File: src/hdl/trial_division_prime_counter_top_macros.svh
// ----------------------------------------------------------------------------
// Assertion macros for the trial division prime counter
// Shared property forms used by the checks at the end of the top level.
// ----------------------------------------------------------------------------
`ifndef TRIAL_DIVISION_PRIME_COUNTER_TOP_MACROS_SVH
`define TRIAL_DIVISION_PRIME_COUNTER_TOP_MACROS_SVH

// Consequent must hold in the same cycle as the antecedent.
`define TDPC_ASSERT_NOW(label, clk, rst_n, ante, cons, msg) \
  label: assert property (@(posedge clk) disable iff (!rst_n) (ante) |-> (cons)) \
    else $error(msg);

// Consequent must hold in the cycle after the antecedent.
`define TDPC_ASSERT_NEXT(label, clk, rst_n, ante, cons, msg) \
  label: assert property (@(posedge clk) disable iff (!rst_n) (ante) |=> (cons)) \
    else $error(msg);

`endif

File: src/hdl/tdpc_pkg.sv
// ----------------------------------------------------------------------------
// tdpc_pkg
// Widths, limits and control structs of the trial division prime counter.
// ----------------------------------------------------------------------------
package tdpc_pkg;

  localparam int VALUE_W = 32;                 // signed input field
  localparam int MAG_W   = VALUE_W - 1;        // magnitude of a positive value
  localparam int DIV_W   = 16;                 // trial divisor, up to sqrt(2^31) + 2
  localparam int SQ_W    = 32;                 // square of the trial divisor
  localparam int COUNT_W = 32;
  localparam int BITCNT_W = $clog2(MAG_W);

  localparam logic [COUNT_W-1:0] COUNT_MAX = '1;
  localparam logic [DIV_W-1:0]   FIRST_ODD_DIV = DIV_W'(3);
  localparam logic [SQ_W-1:0]    FIRST_ODD_SQ  = SQ_W'(9);
  localparam logic [MAG_W-1:0]   SMALLEST_PRIME = MAG_W'(2);

  typedef struct packed {
    logic             start;
    logic [MAG_W-1:0] dividend;
    logic [DIV_W-1:0] divisor;
  } tdpc_rem_req_t;

  typedef struct packed {
    logic done;
    logic zero;
  } tdpc_rem_rsp_t;

  typedef struct packed {
    logic valid;
    logic prime;
  } tdpc_res_t;

endpackage

File: src/hdl/tdpc_ifs.sv
// ----------------------------------------------------------------------------
// tdpc channel interfaces
// Valid/ready channels for input items and result items.
// ----------------------------------------------------------------------------
interface tdpc_in_if;
  import tdpc_pkg::*;

  logic                      valid;
  logic                      ready;
  logic signed [VALUE_W-1:0] value;
  logic                      restart;

  modport source (output valid, output value, output restart, input ready);
  modport sink   (input valid, input value, input restart, output ready);
endinterface

interface tdpc_out_if;
  import tdpc_pkg::*;

  logic               valid;
  logic               ready;
  logic               is_prime_flag;
  logic [COUNT_W-1:0] prime_total;

  modport source (output valid, output is_prime_flag, output prime_total, input ready);
  modport sink   (input valid, input is_prime_flag, input prime_total, output ready);
endinterface

File: src/hdl/tdpc_rem_unit.sv
// ----------------------------------------------------------------------------
// tdpc_rem_unit
// Bit-serial restoring remainder: one dividend bit per cycle.
// ----------------------------------------------------------------------------
module tdpc_rem_unit (
  input  logic                    clk,
  input  logic                    rst_n,
  input  tdpc_pkg::tdpc_rem_req_t req,
  output tdpc_pkg::tdpc_rem_rsp_t rsp
);
  import tdpc_pkg::*;

  logic                busy_r, busy_nxt;
  logic                done_r, done_nxt;
  logic [BITCNT_W-1:0] cnt_r, cnt_nxt;
  logic [MAG_W-1:0]    shift_r, shift_nxt;
  logic [DIV_W-1:0]    rem_r, rem_nxt;
  logic [DIV_W-1:0]    div_r, div_nxt;
  logic [DIV_W:0]      trial;

  assign trial = {rem_r, shift_r[MAG_W-1]};

  always_comb begin
    busy_nxt  = busy_r;
    done_nxt  = 1'b0;
    cnt_nxt   = cnt_r;
    shift_nxt = shift_r;
    rem_nxt   = rem_r;
    div_nxt   = div_r;
    if (req.start) begin
      busy_nxt  = 1'b1;
      cnt_nxt   = BITCNT_W'(MAG_W - 1);
      shift_nxt = req.dividend;
      rem_nxt   = '0;
      div_nxt   = req.divisor;
    end else if (busy_r) begin
      // subtract when the partial remainder covers the divisor, else keep it
      if (trial >= {1'b0, div_r}) begin
        rem_nxt = DIV_W'(trial - {1'b0, div_r});
      end else begin
        rem_nxt = trial[DIV_W-1:0];
      end
      shift_nxt = {shift_r[MAG_W-2:0], 1'b0};
      cnt_nxt   = cnt_r - 1'b1;
      if (cnt_r == '0) begin
        busy_nxt = 1'b0;
        done_nxt = 1'b1;
      end
    end
  end

  always_ff @(posedge clk) begin
    if (!rst_n) begin
      busy_r <= 1'b0;
      done_r <= 1'b0;
    end else begin
      busy_r <= busy_nxt;
      done_r <= done_nxt;
    end
    cnt_r   <= cnt_nxt;
    shift_r <= shift_nxt;
    rem_r   <= rem_nxt;
    div_r   <= div_nxt;
  end

  assign rsp.done = done_r;
  assign rsp.zero = (rem_r == '0);

endmodule

File: src/hdl/tdpc_trial_ctrl.sv
// ----------------------------------------------------------------------------
// tdpc_trial_ctrl
// Sequencer over odd trial divisors; tracks the divisor square incrementally.
// ----------------------------------------------------------------------------
module tdpc_trial_ctrl (
  input  logic                          clk,
  input  logic                          rst_n,
  input  logic                          start,
  input  logic signed [tdpc_pkg::VALUE_W-1:0] value,
  output logic                          idle,
  output tdpc_pkg::tdpc_res_t           res,
  input  logic                          res_take,
  output tdpc_pkg::tdpc_rem_req_t       rem_req,
  input  tdpc_pkg::tdpc_rem_rsp_t       rem_rsp
);
  import tdpc_pkg::*;

  typedef enum logic [1:0] {
    ST_IDLE,
    ST_CHECK,
    ST_WAIT,
    ST_DONE
  } state_t;

  state_t           state_r, state_nxt;
  logic [MAG_W-1:0] mag_r, mag_nxt;
  logic [DIV_W-1:0] div_r, div_nxt;
  logic [SQ_W-1:0]  sq_r, sq_nxt;
  logic             prime_r, prime_nxt;

  always_comb begin
    state_nxt = state_r;
    mag_nxt   = mag_r;
    div_nxt   = div_r;
    sq_nxt    = sq_r;
    prime_nxt = prime_r;
    rem_req.start    = 1'b0;
    rem_req.dividend = mag_r;
    rem_req.divisor  = div_r;
    case (state_r)
      ST_IDLE: begin
        if (start) begin
          mag_nxt = value[MAG_W-1:0];
          div_nxt = FIRST_ODD_DIV;
          sq_nxt  = FIRST_ODD_SQ;
          if (value[VALUE_W-1] || (value[MAG_W-1:0] < SMALLEST_PRIME)) begin
            prime_nxt = 1'b0;
            state_nxt = ST_DONE;
          end else if (value[MAG_W-1:0] == SMALLEST_PRIME) begin
            prime_nxt = 1'b1;
            state_nxt = ST_DONE;
          end else if (!value[0]) begin
            prime_nxt = 1'b0;
            state_nxt = ST_DONE;
          end else begin
            state_nxt = ST_CHECK;
          end
        end
      end
      ST_CHECK: begin
        // stop once the divisor square passes the value
        if (sq_r > SQ_W'(mag_r)) begin
          prime_nxt = 1'b1;
          state_nxt = ST_DONE;
        end else begin
          rem_req.start = 1'b1;
          state_nxt     = ST_WAIT;
        end
      end
      ST_WAIT: begin
        if (rem_rsp.done) begin
          if (rem_rsp.zero) begin
            prime_nxt = 1'b0;
            state_nxt = ST_DONE;
          end else begin
            // (d + 2)^2 = d^2 + 4d + 4
            div_nxt   = div_r + DIV_W'(2);
            sq_nxt    = sq_r + SQ_W'({div_r, 2'b00}) + SQ_W'(4);
            state_nxt = ST_CHECK;
          end
        end
      end
      ST_DONE: begin
        if (res_take) begin
          state_nxt = ST_IDLE;
        end
      end
      default: begin
        state_nxt = ST_IDLE;
      end
    endcase
  end

  always_ff @(posedge clk) begin
    if (!rst_n) begin
      state_r <= ST_IDLE;
    end else begin
      state_r <= state_nxt;
    end
    mag_r   <= mag_nxt;
    div_r   <= div_nxt;
    sq_r    <= sq_nxt;
    prime_r <= prime_nxt;
  end

  assign idle      = (state_r == ST_IDLE);
  assign res.valid = (state_r == ST_DONE);
  assign res.prime = prime_r;

endmodule

File: src/hdl/trial_division_prime_counter_top.sv
// ----------------------------------------------------------------------------
// trial_division_prime_counter_top
// Trial division primality test with a saturating running count of primes.
//
//   channel   direction  payload                       transfer when
//   in_ch     sink       value (s32), restart          valid && ready
//   out_ch    source     is_prime_flag, prime_total    valid && ready
//
// An item that is below 2, equal to 2 or even needs no trial division;
// otherwise it tries k odd trial divisors in turn (k at most about 23,200
// for a 31-bit prime). Each divisor takes one bound check, a bit-serial
// remainder over the 31 magnitude bits and then the remainder result.
// Reset is synchronous and clears the prime count. A new item is taken
// while an earlier result still waits in the output register.
// ----------------------------------------------------------------------------
`include "trial_division_prime_counter_top_macros.svh"

module trial_division_prime_counter_top (
  input  logic        clk,
  input  logic        rst_n,
  tdpc_in_if.sink     in_ch,
  tdpc_out_if.source  out_ch
);
  import tdpc_pkg::*;

  tdpc_rem_req_t      rem_req;
  tdpc_rem_rsp_t      rem_rsp;
  tdpc_res_t          res;
  logic               ctrl_idle;
  logic               in_xfer;
  logic               res_take;
  logic               restart_r;
  logic [COUNT_W-1:0] count_r, count_nxt;
  logic [COUNT_W-1:0] count_base;
  logic               out_valid_r;
  logic               out_prime_r;
  logic [COUNT_W-1:0] out_total_r;

  tdpc_trial_ctrl u_ctrl (
    .clk      (clk),
    .rst_n    (rst_n),
    .start    (in_xfer),
    .value    (in_ch.value),
    .idle     (ctrl_idle),
    .res      (res),
    .res_take (res_take),
    .rem_req  (rem_req),
    .rem_rsp  (rem_rsp)
  );

  tdpc_rem_unit u_rem (
    .clk   (clk),
    .rst_n (rst_n),
    .req   (rem_req),
    .rsp   (rem_rsp)
  );

  assign in_ch.ready = ctrl_idle;
  assign in_xfer     = in_ch.valid && in_ch.ready;
  assign res_take    = res.valid && (!out_valid_r || out_ch.ready);

  // clear first on restart, then count with saturation
  assign count_base = restart_r ? '0 : count_r;
  always_comb begin
    count_nxt = count_base;
    if (res.prime && (count_base != COUNT_MAX)) begin
      count_nxt = count_base + 1'b1;
    end
  end

  always_ff @(posedge clk) begin
    if (!rst_n) begin
      count_r     <= '0;
      out_valid_r <= 1'b0;
    end else begin
      if (res_take) begin
        count_r     <= count_nxt;
        out_valid_r <= 1'b1;
      end else if (out_ch.ready) begin
        out_valid_r <= 1'b0;
      end
    end
    if (in_xfer) begin
      restart_r <= in_ch.restart;
    end
    if (res_take) begin
      out_prime_r <= res.prime;
      out_total_r <= count_nxt;
    end
  end

  assign out_ch.valid         = out_valid_r;
  assign out_ch.is_prime_flag = out_prime_r;
  assign out_ch.prime_total   = out_total_r;

  `TDPC_ASSERT_NEXT(a_busy_after_in, clk, rst_n, in_xfer, !in_ch.ready,
                    "accepted item did not block input")
  `TDPC_ASSERT_NEXT(a_count_step, clk, rst_n,
                    res_take && res.prime && !restart_r && (count_r != COUNT_MAX),
                    count_r == $past(count_r) + 1'b1, "prime did not advance the count")
  `TDPC_ASSERT_NOW(a_prime_total_nonzero, clk, rst_n,
                   out_ch.valid && out_ch.is_prime_flag, out_ch.prime_total != '0,
                   "prime result with zero total")

endmodule

File: src/flat_wrapper.sv
// flat-port wrapper written by rule: the top's interface ports become plain ports
module trial_division_prime_counter_top_flat import tdpc_pkg::*;
  (clk, rst_n, in_ch_valid, in_ch_value, in_ch_restart, in_ch_ready, out_ch_valid, out_ch_is_prime_flag, out_ch_prime_total, out_ch_ready);
  tdpc_in_if in_ch_i ();
  tdpc_out_if out_ch_i ();
  input  logic clk;
  input  logic rst_n;
  input wire logic [$bits(in_ch_i.valid)-1:0] in_ch_valid;
  input wire logic [$bits(in_ch_i.value)-1:0] in_ch_value;
  input wire logic [$bits(in_ch_i.restart)-1:0] in_ch_restart;
  output wire logic [$bits(in_ch_i.ready)-1:0] in_ch_ready;
  output wire logic [$bits(out_ch_i.valid)-1:0] out_ch_valid;
  output wire logic [$bits(out_ch_i.is_prime_flag)-1:0] out_ch_is_prime_flag;
  output wire logic [$bits(out_ch_i.prime_total)-1:0] out_ch_prime_total;
  input wire logic [$bits(out_ch_i.ready)-1:0] out_ch_ready;
  assign in_ch_i.valid = in_ch_valid;
  assign in_ch_i.value = in_ch_value;
  assign in_ch_i.restart = in_ch_restart;
  assign in_ch_ready = in_ch_i.ready;
  assign out_ch_valid = out_ch_i.valid;
  assign out_ch_is_prime_flag = out_ch_i.is_prime_flag;
  assign out_ch_prime_total = out_ch_i.prime_total;
  assign out_ch_i.ready = out_ch_ready;
  trial_division_prime_counter_top u_core (.clk(clk), .rst_n(rst_n), .in_ch(in_ch_i), .out_ch(out_ch_i));
endmodule
File: config.mk
export PLATFORM = sky130hd
export DESIGN_NAME = trial_division_prime_counter_top_flat
export DESIGN_NICKNAME = d
export VERILOG_FILES = /design/src/hdl/tdpc_pkg.sv /design/src/hdl/tdpc_ifs.sv /design/src/hdl/tdpc_rem_unit.sv /design/src/hdl/tdpc_trial_ctrl.sv /design/src/hdl/trial_division_prime_counter_top.sv /design/src/flat_wrapper.sv
export VERILOG_INCLUDE_DIRS = /design/src /design/src/hdl
export SDC_FILE = /design/constraint.sdc
export NUM_CORES = 1
export LEC_CHECK = 0
export BUFFER_PORTS_ARGS = -buffer_cell sky130_fd_sc_hd__buf_2
export CAP_MARGIN = 0
export CORE_MARGIN = 2
export CORE_UTILIZATION = 62
export DETAILED_ROUTE_END_ITERATION = 10
export HOLD_SLACK_MARGIN = 0.02
export PLACE_DENSITY = 0.8
export SETUP_SLACK_MARGIN = 0.5
export SKIP_LAST_GASP = 1
export SLEW_MARGIN = 20
export SYNTH_ARGS = -nofsm -noshare
export SYNTH_HDL_FRONTEND = slang
export SYNTH_SLANG_ARGS = --single-unit
File: constraint.sdc
create_clock -name clk -period 5.7 [get_ports clk]
set_input_delay 0.285 -clock clk [delete_from_list [all_inputs] [get_ports clk]]
set_output_delay 0.285 -clock clk [all_outputs]
set_load 0.02 [all_outputs]
# Word level (Yosys, flattened, before mapping)

Cells that the tools add are included.
Widths: inputs -> output; s select.

Word-level logic and storage cells: 95
Memory bits (read-only): 0
Memories: 0
Bits in registers: 219
Latch bits: 0
Bits of input ports: 37
Bits in writable memories: 0
Output and inout port bits: 35

$mul: 0
$add $sub $neg: 6
$lt $le $gt $ge: 3
Equality and inequality tests: 12
Bitwise gates (word level): 2
Shifts and indexed selects: 0
Divide/modulo/power cells: 0
Mux-type cells: 38
Reduce and logical (&&, ||, !) cells: 18

Operators with widths:

| operator              | count |
|---|---|
| $mux 32               | 5 |
| $mux 16               | 4 |
| $pmux 32 s2           | 1 |
| $mux 31               | 2 |
| $add 32x1->32 const B | 1 |
| $add 32x18->32        | 1 |
| $add 32x3->32 const B | 1 |
| $gt 32x31->1          | 1 |
| $ne 32x32->1 const B  | 1 |
| $pmux 16 s2           | 1 |
| $eq 31x2->1 const B   | 1 |
| $lt 31x2->1 const B   | 1 |
| $ge 17x16->1          | 1 |
| $add 16x2->16 const B | 1 |
| $logic_not 16->1      | 1 |
| $mux 1                | 16 |
| $sub 16x16->16        | 1 |
| $mux 2                | 7 |
| $ne 2x2->1 const B    | 5 |
| $pmux 2 s4            | 1 |
| $reduce_and 6->1      | 1 |
| $reduce_bool 2->1     | 3 |
| $logic_not 5->1       | 1 |
| $sub 5x1->5 const B   | 1 |
| other kinds (15)      | 20 |

# Longest topological paths before layout

Gate-level depths: netlist of run 1.

Depth in word-level cells: 5
Mapped depth: 12
Depth with buffers taken out: 10

# Hierarchy

Synthesis of run 1 repeated with hierarchy kept, for this count alone.

Cell total of the unflattened synthesis: 1181
Area, all modules: 12320.6 sq um

Modules (own cells, without submodules):

| module                           | cells each | seq. area each (sq um) | instances | area an instance (sq um) |
|---|---|---|---|---|
| tdpc_trial_ctrl                  | 480        | 2322.2                 | 1         | 5048.6 |
| tdpc_rem_unit                    | 326        | 1871.8                 | 1         | 3669.8 |
| trial_division_prime_counter_top | 375        | 1681.6                 | 1         | 3602.2 |

# Worst setup path after synthesis of run 1

OpenSTA, ideal clock, no wires.

Path kind: register -> register
From: register u_core.u_ctrl.state_r[0]
To: register u_core.u_ctrl.div_r[10] (enable)
Stages on the path, launching flop included: 6
Period minus slack after synthesis: 4.858 ns
Data arrival time: 4.346 ns
Slack: 0.842 ns
Buffers on the path: 1
Library setup time: 0.512 ns
Cells stage by stage: dfxtp_1 inv_1 ha_1 inv_1 clkbuf_1 a211oi_1

Longest elaborated chain between the ends: 4
Elaborated cells between the ends (all ways): 8
Classes of those cells: eq/ne (4); reduce/logical (4)

RTL lines:

| item                         | RTL line                                      | source |
|---|---|---|
| from (decl)                  | tdpc_trial_ctrl.sv:25                         | `state_t state_r, state_nxt;` |
| from (signal assigned)       | tdpc_trial_ctrl.sv:98                         | `state_r <= state_nxt;` |
| $logic_not 2->1              | tdpc_trial_ctrl.sv:40, tdpc_trial_ctrl.sv:106 |  |
| $logic_and 1x1->1            | trial_division_prime_counter_top.sv:59        | `assign in_xfer = in_ch.valid && in_ch.ready;` |
| $ne 2x2->1 (no line)         | -                                             |  |
| $reduce_and 4->1 (no line) * | -                                             |  |
| to (signal assigned)         | tdpc_trial_ctrl.sv:101                        | `div_r <= div_nxt;` |
| to (decl)                    | tdpc_trial_ctrl.sv:27                         | `logic [DIV_W-1:0] div_r, div_nxt;` |

Every way passes the cells marked *; elsewhere a longest branch is shown, timed or not.
A chain may end at the register's enable or synchronous reset.

# Worst setup path after layout of run 1

From: register u_core.u_ctrl.sq_r[27]
To: register u_core.u_rem.shift_r[20] (enable)

Longest elaborated chain between the ends: 4

RTL lines:

| item                        | RTL line               | source |
|---|---|---|
| from (decl)                 | tdpc_trial_ctrl.sv:28  | `logic [SQ_W-1:0] sq_r, sq_nxt;` |
| from (signal assigned)      | tdpc_trial_ctrl.sv:102 | `sq_r <= sq_nxt;` |
| $gt 32x31->1                | tdpc_trial_ctrl.sv:62  | `if (sq_r > SQ_W'(mag_r)) begin` |
| $mux 1                      | tdpc_trial_ctrl.sv:62  |  |
| $mux 1                      | tdpc_trial_ctrl.sv:40  | `case (state_r)` |
| $reduce_bool 2->1 (no line) | -                      |  |
| to (signal assigned)        | tdpc_rem_unit.sv:61    | `shift_r <= shift_nxt;` |
| to (decl)                   | tdpc_rem_unit.sv:16    | `logic [MAG_W-1:0] shift_r, shift_nxt;` |

No other way between the ends.

==> results of run 1 <==
[kinds of logic (layout without fill, tap and decap cells)]
logic type,after synthesis,count (layout),synth area share [%]
adder cells (fa/ha/maj),83,83,8.70
buffers and inverters,110,220,3.79
flip-flops,214,214,48.3
multiplexers,43,43,3.97
AND/OR/NAND/NOR,393,393,17.3
XOR/XNOR,66,66,4.78
AO/OA/AOI/OAI,235,235,13.2
[final timing paths]
| kind | startpoint | end | cells past startpoint |
|---|---|---|---|
| max reg2reg | u_core.u_ctrl.sq_r[27] | u_core.u_rem.shift_r[20] | 8 |
| max | u_core.u_ctrl.sq_r[27] | u_core.u_rem.shift_r[20] | 8 |
| min reg2reg | u_core.count_r[15] | u_core.count_r[15] | 2 |
| min | out_ch_ready | u_core.out_ch.valid | 4 |
[layout by cell type (no fill, tap or decap), types with 20 or more instances in the layout]
cell type / count
nor2_1: 91
o21ai_0: 48
edfxtp_1: 156
a21oi_1: 64
dlygate4sd3_1: 32
nand4_1: 26
buf_2: 71
xnor2_1: 38
nand2b_1: 21
nand3_1: 33
inv_1: 63
mux2_2: 28
dfxtp_1: 58
nand2_1: 92
ha_1: 81
xor2_1: 28
and3_1: 20
clkbuf_16: 23
[through the flow]
stage / util [%] / cells
5_1_grt: 71.1 / 1519
3_3_place_gp: 65.5 / 1446
2_1_floorplan: - / 1144
6_report: 71.1 / 1519
4_1_cts: 71.1 / 1519
3_5_place_dp: 65.5 / 1446
[state kept, by name, indices dropped and copies added (netlist names), 2 cells and up]
signal	cells
u_core.u_rem.cnt_r	5
u_core.u_rem.div_r	15
u_core.u_rem.rem_r	16
u_core.u_ctrl.sq_r	29
u_core.u_ctrl.mag_r	31
u_core.count_r	32
u_core.out_ch.prime_total	32
u_core.u_ctrl.div_r	15
u_core.u_rem.shift_r	31
u_core.u_ctrl.state_r	2
[power by group through the flow]
stage	Clock [mW]	Sequential, mW	Combinational, mW
final	1.50	2.73	3.30
after global routing	1.58	2.79	3.68
after CTS	1.51	2.72	3.27
after detailed placement	0	2.75	3.22
after global placement	0	2.72	3.12
after floorplan	0	2.69	2.52
[worst register-to-register path: cells and delay by family (launching register included)]
| kind | cells | cell delay (ps) |
|---|---|---|
| and+or+nand+nor | 5 | 1300 |
| AOI/OAI and AO/OA | 1 | 710 |
| DFF | 1 | 460 |
| adders and majority gates | 1 | 380 |
| buffers and inverters | 1 | 380 |
[what timing repair did]
item,CTS,global route
hold endpoints to repair,32,0
hold buffers,32,0
setup endpoints to repair,0,0
[layout make-up]
class / instances / area [um^2] / area share, %
Sequential cell: 214 / 5850 / 42.6
Tap cell: 265 / 332 / 2.41
Inverter: 65 / 244 / 1.78
Multi-Input combinational cell: 820 / 5810 / 42.3
Timing Repair Buffer: 114 / 758 / 5.52
Clock buffer: 27 / 591 / 4.30
Clock inverter: 14 / 154 / 1.12
[layer usage]
metal	track usage, %	vias up	wire [um]	part of all wire, %
li1	-	4439	-	-
met1	35.1	4458	11700	43
met2	46.9	282	13500	50
met3	3.63	54	1270	4.7
met4	8.67	0	715	2.6
met5	0	-	0	0
==> impl_metrics.csv, run 1 <==
group,metric,value,unit
global_route,grt_use_total,27.0,%
final_layout,syn_to_final_growth,13.5,%
timing,fmax,279,MHz
clock_tree,numCtsBuffers,23,
clock_tree,post_cts_buffers,0,
timing,fin_crit_sh,62.8,%
yosys,synth-main-ff-cell,"edfxtp_1",
status,outcome,"complete, no violations",
timing,finalWorstPathRequiredPeriod,3580,ps
placement,placed_area,0.0127,mm^2
floorplan,io_pins,72,
pwr,pwr-share-seq,36.3,%
pwr,power_density,548,mW/mm^2
timing,setup_viol,0,
timing,finalHoldViolCount,0,
global_route,overflow,0,
placement,place_congestion,0.863,
timing,tightest_slew,1020,ps
pwr,internal-power,4.55,mW
critical_path,worst-path-buf-inv,1,
yosys,ys_async_sr_fraction,0,%
clock_tree,cts.sinks,214,
yosys,synthesis.area,0.0121,mm^2
routing,viasPerCell,6.08,
yosys,synth_nets,1264,
yosys,yosys-top-cells-count,"156 x edfxtp_1, 92 x nand2_1, 91 x nor2_1, 81 x ha_1",
critical_path,r2r_slack,2120,ps
yosys,synth.most_common_cell,"edfxtp_1",
critical_path,crit_path_max_incr_delay,710,ps
global_route,grt_antenna_before_repair,0,
timing,tns,0,ps
critical_path,cp_data_arrival_time,3740,ps
floorplan,rows,51,
final_layout,fillers,1361,
routing,vias,9233,
global_route,grt_max_degree,44,
routing,firstDrtPassIters,5,
floorplan,initial_core_util,62.6,%
routing,avgRoutedWirePerCell,17.9,um
critical_path,path_cells,"ha_1 > nand3b_4 > or4_4 > nor3_2 > and4_1 > o21a_2 > or2_1 > buf_4",
placement,port_buffers,71,
critical_path,critPathCaptureType,"register",
timing,whs,182,ps
yosys,synth-edff-count,156,
critical_path,path_max_fanout,33,
floorplan,core-area,0.0193,mm^2
hold_path,hold_path_class,"input port to register",
pwr,pwr-share-clk,19.9,%
placement,pre_cts_ws,2130,ps
routing,route.detailed.drc,0,
final_layout,antenna_cells,0,
pwr,combinationalPowerShare,43.8,%
floorplan,die_h,144,um
critical_path,path_class,"register to register",
routing,final_antenna_net_count,0,
global_route,grt_pass1_vias,9005,
critical_path,slowest_stage,"o21a_2",
pwr,power.switching,2.98,mW
yosys,yosys_warnings,0,
yosys,avgSynthCellArea,10.6,um^2
yosys,synth_top_area_cell,"edfxtp_1",
yosys,yosysSeqAreaShare,48.3,%
clock_tree,cts_resized,0,
final_layout,final_area,0.0137,mm^2
critical_path,crit_family,"simple AND/OR/NAND/NOR gates",
routing,drt_iter0_drc,657,
yosys,syn_inst,1144,
timing,relSlewSlack,32.0,%
clock_tree,cts_root_buf,"clkbuf_16",
final_layout,nets,1358,
timing,final_max_slew_viol_count,0,
yosys,yosysUniqueCellTypes,84,
job,maxCapViolCount,0,
critical_path,worstPathRequired,5860,ps
routing,drt_wl_total,27300,um
pwr,leakage,5.14,nW
timing,fin_ws,2120,ps
pwr,vdd_drop_max,0.000422,V
floorplan,die_x,144,um
clock_tree,max-clock-path-buffers,3,
final_layout,drive_gt1_share,15.0,%
clock_tree,clk_pin_slew_worst_paths,60,ps
yosys,yosysTopAreaCellShare,38.7,%
pwr,p_total,7.53,mW
clock_tree,cts_tree,"yes",
clock_tree,h-tree-depth,1,
timing,fin_worst_skew,8.50,ps
global_route,grt_pass1_wl,44700,um
yosys,yosys-top-cells-area,"edfxtp_1 39%, dfxtp_1 9.6%, ha_1 8.4%",
floorplan,die-area,0.0207,mm^2
critical_path,start_kind,"register",
pwr,switching_share,39.5,%
clock_tree,insertion_delay,510,ps
timing,rsz0062_at_grt,"false",
yosys,synth-seq-cells,214,
placement,place_hpwl,17700,um
Power figures use the tool's default switching activity.
==> inputs of run 2 (changes only) <==
==> constraint.sdc (replaced) <==
create_clock -name clk -period 3.5 [get_ports clk]
set_input_delay 0.175 -clock clk [delete_from_list [all_inputs] [get_ports clk]]
set_output_delay 0.175 -clock clk [all_outputs]
set_load 0.02 [all_outputs]
==> run 2 against run 1 <==
  * Critical path depth rose by 1
  * Clock power rose by 59%
  * Count of clock-buffer cells in the layout rose by 2
  * Utilization rose by 1.7 points
  * Wire length rose by 0.39%
  * First-iteration DRC count rose by 11%
  * Fmax rose by 18%
  * Largest cell class is now multi-input gates
  * Highest routed layer unchanged
==> impl_metrics.csv, run 2 (synthesis results as in run 1) <==
group,metric,value,unit
critical_path,r2r-end,"u_core.u_ctrl.sq_r[23]",
critical_path,r2r_slack,460,ps
critical_path,crit_end,"u_core.u_ctrl.sq_r[23]",
global_route,grtUsageMet3,3.33,%
clock_tree,max-clock-path-buffers,3,
timing,final_max_slew_viol_count,0,
pwr,vdd_drop_max,0.000672,V
floorplan,io_pins,72,
clock_tree,cts_root_buf,"clkbuf_16",
critical_path,startpoint,"u_core.u_ctrl.sq_r[5]",
placement,place_congestion,0.873,
final_layout,final_cell_mix,"156 x edfxtp_1, 92 x nand2_1, 91 x nor2_1, 78 x ha_1, 71 x buf_2",
critical_path,path_cells,"ha_1 > ha_4 > a21o_1 > a21o_1 > a211oi_4 > or3_1 > and4_4 > or4_1 > a21oi_1",
routing,final_antenna_net_count,0,
global_route,grt_use_total,25.7,%
critical_path,worstReg2RegStart,"u_core.u_ctrl.sq_r[5]",
critical_path,r2r_cells,9,
timing,fin_crit_sh,86.8,%
global_route,use_met2,44.0,%
clock_tree,insertion_delay,510,ps
timing,finalHoldViolCount,0,
global_route,overflow,0,
global_route,grt_antenna_before_repair,0,
routing,vias,9213,
critical_path,crit_top_cell,"a21o_1",
final_layout,layout_commonest_cell,"edfxtp_1",
critical_path,crit_path_max_incr_delay,520,ps
timing,fin_worst_skew,23.8,ps
critical_path,crit_family,"simple AND/OR/NAND/NOR gates",
pwr,leakage,5.32,nW
clock_tree,numCtsBuffers,23,
final_layout,fillers,1311,
critical_path,cp_data_arrival_time,3400,ps
routing,avgRoutedWirePerCell,17.7,um
hold_path,hold_path_class,"input port to register",
placement,place_hpwl,17500,um
critical_path,slowest_stage,"or4_1",
global_route,grt.busiest_layer,"met2",
final_layout,antenna_cells,0,
routing,route.detailed.drc,0,
final_layout,final_area,0.0141,mm^2
routing,viasPerCell,5.96,
floorplan,initial_core_util,62.6,%
timing,whs,185,ps
clock_tree,cts.sinks,214,
global_route,grt_use_met1,34.4,%
final_layout,nets,1386,
critical_path,start_kind,"register",
critical_path,path_max_fanout,13,
global_route,grt_pass1_vias,8788,
routing,drt_wl_total,27400,um
placement,placed_area,0.0127,mm^2
timing,fmax,329,MHz
status,outcome,"complete, no violations",
placement,port_buffers,71,
hold_path,hold_depth,2,
floorplan,rows,51,
global_route,grt_max_degree,45,
final_layout,drive_gt1_share,17.7,%
critical_path,critPathCaptureType,"register",
timing,relSlewSlack,38.6,%
timing,finalWorstPathRequiredPeriod,3040,ps
timing,tns,0,ps
floorplan,core-area,0.0193,mm^2
critical_path,path_class,"register to register",
final_layout,syn_to_final_growth,16.2,%
timing,rsz0062_at_grt,"true",
clock_tree,clk_pin_slew_worst_paths,70,ps
floorplan,die_h,144,um
critical_path,worstPathRequired,3870,ps
clock_tree,h-tree-depth,1,
timing,tightest_slew,920,ps
pwr,power_density,899,mW/mm^2
routing,drt_iter0_drc,726,
floorplan,die-area,0.0207,mm^2
job,maxCapViolCount,0,
routing,firstDrtPassIters,5,
timing,setup_viol,0,
critical_path,worst-path-buf-inv,0,
floorplan,die_x,144,um
global_route,grt_pass1_wl,43000,um
critical_path,cp.depth,9,
clock_tree,cts_tree,"yes",
==> run 2: cell type report <==
class	count	area, um^2	share of cell area (%)
repair buffers	141	997	7.09
flip-flops and latches	214	5850	41.6
multi-input cells	821	5920	42.1
clock buffers	29	618	4.39
clock inverters	12	114	0.809
well taps	265	332	2.36
inverters	65	244	1.73
==> run 2: power breakdown <==
group	total (mW)	internal, mW	switching [mW]
Combinational	5.81	2.43	3.39
Clock	2.38	1.40	0.988
Sequential	4.46	3.85	0.607
Total	12.7	7.67	4.98
==> run 2: metrics by stage <==
stage                     util [%]  cells  power (mW)  setup slack, ps
after floorplan                  -   1144        8.49              606
after global placement        65.9   1454        9.58              422
after detailed placement      65.9   1454        9.76              300
after CTS                     71.7   1531        12.3              508
after global routing          72.8   1547        13.5              381
final                         72.8   1547        12.7              462
==> run 2: worst min path at each step <==
stage             startpoint             endpoint
3_5_place_dp   in_ch_restart     u_core.restart_r
5_1_grt                rst_n   u_core.count_r[26]
2_1_floorplan  in_ch_restart     u_core.restart_r
3_3_place_gp   in_ch_restart     u_core.restart_r
6_report               rst_n   u_core.count_r[26]
4_1_cts                rst_n  u_core.u_rem.busy_r
==> run 2: metal layers <==
metal,vias to the layer above,share of wire [%]
met2,299,49
met5,-,0
li1,4490,-
met3,49,5.3
met4,0,2.2
met1,4375,43
==> run 2: repair_timing <==
| item | in CTS | in global routing |
|---|---|---|
| hold endpoints to repair | 33 | 0 |
| hold buffers | 33 | 0 |
| resized for setup | 5 | 17 |
| buffers inserted | 3 | 14 |
| endpoints found under the setup margin | 7 | 111 |
| pin swaps | 4 | 8 |
| gates cloned | 0 | 2 |
